## src/rtl/msjd_pkg.sv

```systemverilog
`default_nettype none

package msjd_pkg;

   localparam int TIME_W   = 32;
   localparam int SVC_W    = 16;
   localparam int TAG_W    = 16;
   localparam int SRV_NUM_W = 3;

   typedef enum logic [2:0] {
      S_IDLE,
      S_SCAN,
      S_DRAIN,
      S_SELECT,
      S_UPDATE,
      S_RESP
   } msjd_state_type;

   // per-entry verdict of the shared compare unit
   typedef struct packed {
      logic take_free;   // first free server seen, scanning downward
      logic take_min;    // new earliest busy-until (ties keep higher number)
   } cmp_result_type;

   // a + b, saturating at the top of the 32-bit range
   function automatic logic [TIME_W-1:0] sat_add(input logic [TIME_W-1:0] a,
                                                  input logic [SVC_W-1:0]  b);
      logic [TIME_W:0] s;
      s = {1'b0, a} + {{(TIME_W+1-SVC_W){1'b0}}, b};
      return s[TIME_W] ? {TIME_W{1'b1}} : s[TIME_W-1:0];
   endfunction

endpackage

`default_nettype wire

```

## src/rtl/multi_server_job_dispatcher_unit.sv

```systemverilog
`default_nettype none

// Channel | Dir | Handshake          | Beat contents
// req     | in  | req_valid/ready    | job_id, arrival_time, service_time
// rsp     | out | rsp_valid/ready    | job_tag, server_number, begin/finish, wait, busy sum
//
// The scan walks the busy-until memory one entry per cycle through the single
//   compare unit, then drain, select, update and respond.
// One beat in flight at a time; req_ready is high only while idle, so accepts
//   are made only after the previous result beat has been taken.
// Reset (synchronous) clears the sequencer and the memory valid bits, so
//   every server reads as free with a zero total right away.
// A stalled rsp beat holds in its output registers until taken.
module multi_server_job_dispatcher_unit #(
   parameter int SERVER_COUNT = 6
) (
   input  wire logic                              clock,
   input  wire logic                              reset,
   input  wire logic                              req_valid,
   output logic                                   req_ready,
   input  wire logic [msjd_pkg::TAG_W-1:0]        req_job_id,
   input  wire logic [msjd_pkg::TIME_W-1:0]       req_arrival_time,
   input  wire logic [msjd_pkg::SVC_W-1:0]        req_service_time,
   output logic                                   rsp_valid,
   input  wire logic                              rsp_ready,
   output logic      [msjd_pkg::TAG_W-1:0]        rsp_job_tag,
   output logic      [msjd_pkg::SRV_NUM_W-1:0]    rsp_server_number,
   output logic      [msjd_pkg::TIME_W-1:0]       rsp_begin_time,
   output logic      [msjd_pkg::TIME_W-1:0]       rsp_finish_time,
   output logic      [msjd_pkg::TIME_W-1:0]       rsp_wait_ticks,
   output logic      [msjd_pkg::TIME_W-1:0]       rsp_server_busy_sum
);

   localparam int IDX_W = (SERVER_COUNT > 1) ? $clog2(SERVER_COUNT) : 1;
   localparam int NUM_W = (IDX_W + 1 > msjd_pkg::SRV_NUM_W) ? IDX_W + 1
                                                            : msjd_pkg::SRV_NUM_W;
   localparam logic [IDX_W-1:0] TOP_IDX = IDX_W'(SERVER_COUNT - 1);

   msjd_pkg::msjd_state_type state_ff, state_in;

   // job beat
   logic [msjd_pkg::TAG_W-1:0]  tag_ff;
   logic [msjd_pkg::TIME_W-1:0] arr_ff;
   logic [msjd_pkg::SVC_W-1:0]  svc_ff;

   // scan
   logic [IDX_W-1:0]            idx_ff;
   logic                        cmp_vld_ff;
   logic [IDX_W-1:0]            cmp_idx_ff;
   logic                        found_ff;
   logic [IDX_W-1:0]            free_idx_ff;
   logic [msjd_pkg::TIME_W-1:0] best_ff;
   logic [IDX_W-1:0]            min_idx_ff;

   // selection / result
   logic [IDX_W-1:0]            chosen_ff;
   logic [IDX_W-1:0]            chosen_in;
   logic [msjd_pkg::TIME_W-1:0] begin_ff;
   logic [msjd_pkg::TIME_W-1:0] fin_ff;
   logic [msjd_pkg::TIME_W-1:0] wait_ff;
   logic [msjd_pkg::TIME_W-1:0] sum_ff;
   logic [NUM_W-1:0]            num_ff;

   // control
   logic                        req_acc;
   logic                        do_select;
   logic                        do_update;
   logic [IDX_W-1:0]            rd_addr;
   logic [msjd_pkg::TIME_W-1:0] rd_until;
   logic [msjd_pkg::TIME_W-1:0] rd_sum;
   logic [msjd_pkg::TIME_W-1:0] fin_in;
   logic [msjd_pkg::TIME_W-1:0] sum_in;
   msjd_pkg::cmp_result_type    cmp_res;

   // ---------------- sequencer ----------------
   always_ff @(posedge clock) begin
      if (reset) begin
         state_ff <= msjd_pkg::S_IDLE;
      end else begin
         state_ff <= state_in;
      end
   end

   always_comb begin
      state_in = state_ff;
      case (state_ff)
         msjd_pkg::S_IDLE:   if (req_valid) state_in = msjd_pkg::S_SCAN;
         msjd_pkg::S_SCAN:   if (idx_ff == '0) state_in = msjd_pkg::S_DRAIN;
         msjd_pkg::S_DRAIN:  state_in = msjd_pkg::S_SELECT;
         msjd_pkg::S_SELECT: state_in = msjd_pkg::S_UPDATE;
         msjd_pkg::S_UPDATE: state_in = msjd_pkg::S_RESP;
         msjd_pkg::S_RESP:   if (rsp_ready) state_in = msjd_pkg::S_IDLE;
         default:            state_in = msjd_pkg::S_IDLE;
      endcase
   end

   always_comb begin
      req_ready = 1'b0;
      rsp_valid = 1'b0;
      do_select = 1'b0;
      do_update = 1'b0;
      case (state_ff)
         msjd_pkg::S_IDLE:   req_ready = 1'b1;
         msjd_pkg::S_SELECT: do_select = 1'b1;
         msjd_pkg::S_UPDATE: do_update = 1'b1;
         msjd_pkg::S_RESP:   rsp_valid = 1'b1;
         default: begin
         end
      endcase
   end

   assign req_acc = req_valid && req_ready;

   // winner: first free server from the top, else earliest release
   assign chosen_in = found_ff ? free_idx_ff : min_idx_ff;
   // scan walks idx downward; select re-reads the winner for its total
   assign rd_addr   = do_select ? chosen_in : idx_ff;

   // ---------------- storage and compare ----------------
   msjd_store #(
      .DEPTH (SERVER_COUNT)
   ) u_store (
      .clock    (clock),
      .reset    (reset),
      .rd_addr  (rd_addr),
      .wr_en    (do_update),
      .wr_addr  (chosen_ff),
      .wr_until (fin_in),
      .wr_sum   (sum_in),
      .rd_until (rd_until),
      .rd_sum   (rd_sum)
   );

   msjd_cmp u_cmp (
      .entry_until (rd_until),
      .arrival     (arr_ff),
      .best        (best_ff),
      .found       (found_ff),
      .first       (cmp_idx_ff == TOP_IDX),
      .result      (cmp_res)
   );

   assign fin_in = msjd_pkg::sat_add(begin_ff, svc_ff);
   assign sum_in = msjd_pkg::sat_add(rd_sum, svc_ff);

   // read data arrives in the cycle after its address (registered read port)
   always_ff @(posedge clock) begin
      if (reset) begin
         cmp_vld_ff <= 1'b0;
      end else begin
         cmp_vld_ff <= (state_ff == msjd_pkg::S_SCAN);
      end
   end

   always_ff @(posedge clock) begin
      cmp_idx_ff <= idx_ff;
      if (req_acc) begin
         tag_ff   <= req_job_id;
         arr_ff   <= req_arrival_time;
         svc_ff   <= req_service_time;
         idx_ff   <= TOP_IDX;
         found_ff <= 1'b0;
      end else if (state_ff == msjd_pkg::S_SCAN && idx_ff != '0) begin
         idx_ff <= idx_ff - IDX_W'(1);
      end
      if (cmp_vld_ff) begin
         if (cmp_res.take_free) begin
            found_ff    <= 1'b1;
            free_idx_ff <= cmp_idx_ff;
         end
         if (cmp_res.take_min) begin
            best_ff    <= rd_until;
            min_idx_ff <= cmp_idx_ff;
         end
      end
      if (do_select) begin
         chosen_ff <= chosen_in;
         begin_ff  <= found_ff ? arr_ff : best_ff;
      end
      if (do_update) begin
         fin_ff  <= fin_in;
         sum_ff  <= sum_in;
         wait_ff <= begin_ff - arr_ff;
         num_ff  <= NUM_W'(chosen_ff) + NUM_W'(1);
      end
   end

   assign rsp_job_tag         = tag_ff;
   assign rsp_server_number   = num_ff[msjd_pkg::SRV_NUM_W-1:0];
   assign rsp_begin_time      = begin_ff;
   assign rsp_finish_time     = fin_ff;
   assign rsp_wait_ticks      = wait_ff;
   assign rsp_server_busy_sum = sum_ff;

   // ---------------- checks ----------------
   a_busy_after_accept: assert property (@(posedge clock) disable iff (reset)
      req_acc |=> !req_ready)
      else $error("req_ready high right after accepting a beat");

   a_start_not_early: assert property (@(posedge clock) disable iff (reset)
      rsp_valid |-> (begin_ff >= arr_ff))
      else $error("service begins before arrival");

   a_finish_ordered: assert property (@(posedge clock) disable iff (reset)
      rsp_valid |-> (rsp_finish_time >= rsp_begin_time))
      else $error("finish time earlier than begin time");

   a_chosen_in_range: assert property (@(posedge clock) disable iff (reset)
      do_update |-> (32'(chosen_ff) < 32'(SERVER_COUNT)))
      else $error("selected server index out of range");

   a_scan_drains: assert property (@(posedge clock) disable iff (reset)
      (state_ff == msjd_pkg::S_DRAIN) |-> cmp_vld_ff && (cmp_idx_ff == '0))
      else $error("scan did not end on the lowest server");

endmodule

`default_nettype wire

```

## src/rtl/msjd_store.sv

```systemverilog
`default_nettype none

// Per-server busy-until and busy-total memories. One registered read port,
// one write port. Entries never written read as zero.
module msjd_store #(
   parameter int DEPTH = 6
) (
   input  wire logic                                  clock,
   input  wire logic                                  reset,
   input  wire logic [((DEPTH > 1) ? $clog2(DEPTH) : 1)-1:0] rd_addr,
   input  wire logic                                  wr_en,
   input  wire logic [((DEPTH > 1) ? $clog2(DEPTH) : 1)-1:0] wr_addr,
   input  wire logic [msjd_pkg::TIME_W-1:0]           wr_until,
   input  wire logic [msjd_pkg::TIME_W-1:0]           wr_sum,
   output logic      [msjd_pkg::TIME_W-1:0]           rd_until,
   output logic      [msjd_pkg::TIME_W-1:0]           rd_sum
);

   logic [DEPTH-1:0]                vld_ff;
   logic [msjd_pkg::TIME_W-1:0]     until_mem_ff [DEPTH];
   logic [msjd_pkg::TIME_W-1:0]     sum_mem_ff   [DEPTH];
   logic [msjd_pkg::TIME_W-1:0]     rd_until_ff;
   logic [msjd_pkg::TIME_W-1:0]     rd_sum_ff;

   always_ff @(posedge clock) begin
      if (reset) begin
         vld_ff <= '0;
      end else if (wr_en) begin
         vld_ff[wr_addr] <= 1'b1;
      end
   end

   always_ff @(posedge clock) begin
      if (wr_en) begin
         until_mem_ff[wr_addr] <= wr_until;
         sum_mem_ff[wr_addr]   <= wr_sum;
      end
   end

   always_ff @(posedge clock) begin
      rd_until_ff <= vld_ff[rd_addr] ? until_mem_ff[rd_addr] : '0;
      rd_sum_ff   <= vld_ff[rd_addr] ? sum_mem_ff[rd_addr]   : '0;
   end

   assign rd_until = rd_until_ff;
   assign rd_sum   = rd_sum_ff;

endmodule

`default_nettype wire

```

## src/rtl/msjd_cmp.sv

```systemverilog
`default_nettype none

// Shared compare unit, one server entry per use.
module msjd_cmp (
   input  wire logic [msjd_pkg::TIME_W-1:0] entry_until,
   input  wire logic [msjd_pkg::TIME_W-1:0] arrival,
   input  wire logic [msjd_pkg::TIME_W-1:0] best,
   input  wire logic                        found,
   input  wire logic                        first,
   output msjd_pkg::cmp_result_type         result
);

   always_comb begin
      result.take_free = !found && (entry_until <= arrival);
      result.take_min  = first || (entry_until < best);
   end

endmodule

`default_nettype wire

```

## config.mk

```make
export PLATFORM = sky130hd
export DESIGN_NAME = multi_server_job_dispatcher_unit
export DESIGN_NICKNAME = d
export VERILOG_FILES = /design/src/rtl/msjd_pkg.sv /design/src/rtl/multi_server_job_dispatcher_unit.sv /design/src/rtl/msjd_store.sv /design/src/rtl/msjd_cmp.sv
export SDC_FILE = /design/constraint.sdc
export NUM_CORES = 1
export LEC_CHECK = 0
export BUFFER_PORTS_ARGS = -buffer_cell sky130_fd_sc_hd__buf_2
export CORE_ASPECT_RATIO = 1.25
export CORE_MARGIN = 3
export CORE_UTILIZATION = 55
export DETAILED_ROUTE_END_ITERATION = 6
export HOLD_SLACK_MARGIN = 0.02
export PLACE_DENSITY = 0.84
export SLEW_MARGIN = 20
export SYNTH_ARGS = -nofsm -noshare
export SYNTH_HDL_FRONTEND = slang
export SYNTH_HIERARCHICAL = 1
export SYNTH_SLANG_ARGS = --single-unit
```

## constraint.sdc

```tcl
create_clock -name clock -period 13.02 [get_ports clock]
set_input_delay 1.953 -clock clock [delete_from_list [all_inputs] [get_ports clock]]
set_output_delay 1.953 -clock clock [all_outputs]
set_load 0.02 [all_outputs]
```

==> flow_summary_export.csv <==
group,metric,value,unit
synth,yosysTopAreaCell,"edfxtp_1",
clocking,cts.sinks,701,
die,chipWidth,216.1,um
clocking,post_cts_buffers,0,
placement,io_buffers,216,
worst_setup_path,cp.arrival,5.27,ns
sta,worstMarginPinSlew,1.114,ns
worst_setup_path,endpoint_kind,"flop",
routing,via_per_inst,6.117,
synth,yosys_warnings,6,
placement,dpl.hpwl,46770,um
global_routing,grt_pass1_vias,19172,
routing,drc,0,
die,die_area,0.05804,mm^2
clocking,clockBufferDepth,3,
hold_path,min_path_cells,0,
worst_setup_path,reg2regPathDepth,9,
clocking,clock_latency,0.61,ns
sta,fmax,206.9,MHz
synth,synth_nets,2272,
clocking,cts_root_buf,"clkbuf_16",
routing,routedWlPerCell,23.71,um
job,cap_viol_max_count,0,
synth,yosysUniqueCellTypes,78,
sta,slew_headroom,25.71,%
pwr,p_leak,13.05,nW
clocking,cts-buffers-inserted,67,
synth,ys_seq_elements,701,
placement,place_ws,8.260,ns
synth,dominantRegCellSynth,"edfxtp_1",
placement,gp_congestion,0.9659,
clocking,cts_resized,0,
synth,synth.area.top_cells,"edfxtp_1, mux2_2, dfxtp_1",
sta,hold_violations,0,
sta,fin_tns_setup,0,ns
pwr,powerDensity,183.8,mW/mm^2
clocking,cts_tree,"yes",
synth,yosysTopAreaCellShare,61.36,%
synth,postSynthCellCount,2072,
routing,wirelength,73040,um
sta,finClkSkew,0.02627,ns
worst_setup_path,worstPathRequired,13.45,ns
final_layout,area_delta_synth_final,13.38,%
global_routing,grt-ovfl-total,0,
routing,ant_nets,0,
global_routing,antenna_found_initial,1,
clocking,postCtsHoldBufs,0,
die,core,0.05420,mm^2
routing,vias,18845,
worst_setup_path,worstPathMaxFanout,73,
sta,slew_viol_final,0,
final_layout,mostFrequentLayoutCells,"edfxtp_1, buf_2, mux2_2",
sta,setup_violations,0,
final_layout,layout_commonest_cell,"edfxtp_1",
routing,drt-initial-drc-count,1845,
sta,period_share,37.13,%
global_routing,gr-usage-all-layers,24.76,%
pwr,ir_worst_vdd,0.1324,mV
hold_path,hp-class,"reg -> reg",
die,rows,95,
clocking,htreeDepth,3,
sta,rsz0062_at_grt,"no",
routing,first_pass_iters,5,
clocking,clk_pin_slew,0.06,ns
final_layout,drive_gt1_share,23.45,%
die,die_h,268.6,um
synth,seq_area_frac_synth,66.70,%
global_routing,grt_pass1_wl,109900,um
worst_setup_path,worst-setup-path-type,"reg -> reg",
synth,synth_edf_count,620,
sta,fin_ws,8.186,ns
die,initial_core_util,55.98,%
run_status,status,"complete, no violations",
synth,synth_area_per_cell,14.64,um^2
worst_setup_path,crit_path_start_kind,"flop",
die,pin_count,217,
synth,async_flop_share,0,%
global_routing,grt_max_degree,74,
final_layout,diodes,0,
final_layout,fin_nets,2499,
sta,fin_crit,4.834,ns
synth,synthesis.area,0.03034,mm^2
## cell families after synthesis
| logic type | after synthesis | synth area share (%) |
|---|---|---|
| mux | 237 | 8.531 |
| simple gates | 329 | 5.352 |
| fa+ha+maj | 132 | 5.517 |
| xor+xnor | 61 | 1.761 |
| buf+inv | 195 | 2.787 |
| compound gates | 417 | 9.352 |
| flops | 701 | 66.70 |
## final timing paths
kind                                   from  slack [ns]            endpoint
worst max register to register  state_ff[1]        8.19  u_store/rd_sum[17]
worst min register to register    idx_ff[2]        0.37       cmp_idx_ff[2]
worst max-delay path            state_ff[1]        8.19  u_store/rd_sum[17]
worst min-delay path              idx_ff[2]        0.37       cmp_idx_ff[2]
## power breakdown
part           leakage [nW]  switching (mW)  internal [mW]  total, mW
Clock                  1.10           0.833           1.13       1.97
Sequential             6.26           0.110           2.77       2.88
Combinational          5.68           0.941          0.537       1.48
Total                  13.0            1.88           4.44       6.32
## worst max-delay path: stages (launching register included)
cell	delay [ns]
dfxtp_1	0.50
nand2_1	0.11
or2_2	0.40
a21oi_4	0.17
buf_4	0.67
buf_4	0.92
nor3b_1	0.22
nor3_4	0.70
buf_4	0.73
a211oi_1	0.11
## synthesized netlist by cell type, drive strengths merged, types with 5 or more instances
cell    instances
nor2           61
or2             5
buf            41
clkbuf         38
a21o           43
xnor2          41
nand4          27
a221oi          5
dfxtp          81
ha            129
o22ai          64
a21oi         102
mux2i          67
nand3          33
edfxtp        620
a211oi         76
and4            7
nand2b         16
o211ai          5
o21a            9
nor2b           9
and3           12
and2            7
nand2         110
mux2          170
nor3b           7
o31ai           9
or3             7
xor2           20
o21ai          44
nor4            5
inv           116
nor3           18
a41oi           6
a31oi          14
## state kept, by name, indices dropped and copies added, names as in the netlist, 3 cells and up
signal / count
arr_ff: 32
best_ff: 32
chosen_ff: 3
cmp_idx_ff: 3
free_idx_ff: 3
idx_ff: 3
min_idx_ff: 3
num_ff: 3
rsp_begin_time: 32
rsp_finish_time: 32
rsp_job_tag: 16
rsp_server_busy_sum: 32
rsp_wait_ticks: 32
state_ff: 3
svc_ff: 16
u_store/rd_sum: 32
u_store/rd_until: 32
u_store/sum_mem_ff: 192
u_store/until_mem_ff: 192
u_store/vld_ff: 6
## through the flow
stage               area, um^2  std cells  power [mW]  utilization, %  hold WS, ns
floorplan                30350       2072       3.963               -       0.3461
global placement         32170       2957       4.332           59.35       0.3560
detailed placement       32170       2957       4.388           59.35       0.3594
CTS                      34400       3081       6.352           63.47       0.3692
global route             34400       3081       6.570           63.47       0.3782
finish                   34400       3081       6.324           63.47       0.3670
## per-layer routing
layer	track usage, %	share of wire, %
met3	3.821	6.7
met1	29.84	38
met5	0	0
met4	11.20	4.1
met2	44.28	51
## layout make-up
type | count | area, um^2
Sequential cell | 701 | 20240
Fill cell | 3846 | 19800
Multi-Input combinational cell | 1176 | 9345
Clock buffer | 90 | 1897
Timing Repair Buffer | 237 | 1239
Tap cell | 727 | 909.6
Inverter | 116 | 435.4
Clock inverter | 34 | 337.8
No activity file was read; power rests on OpenSTA's default activity.
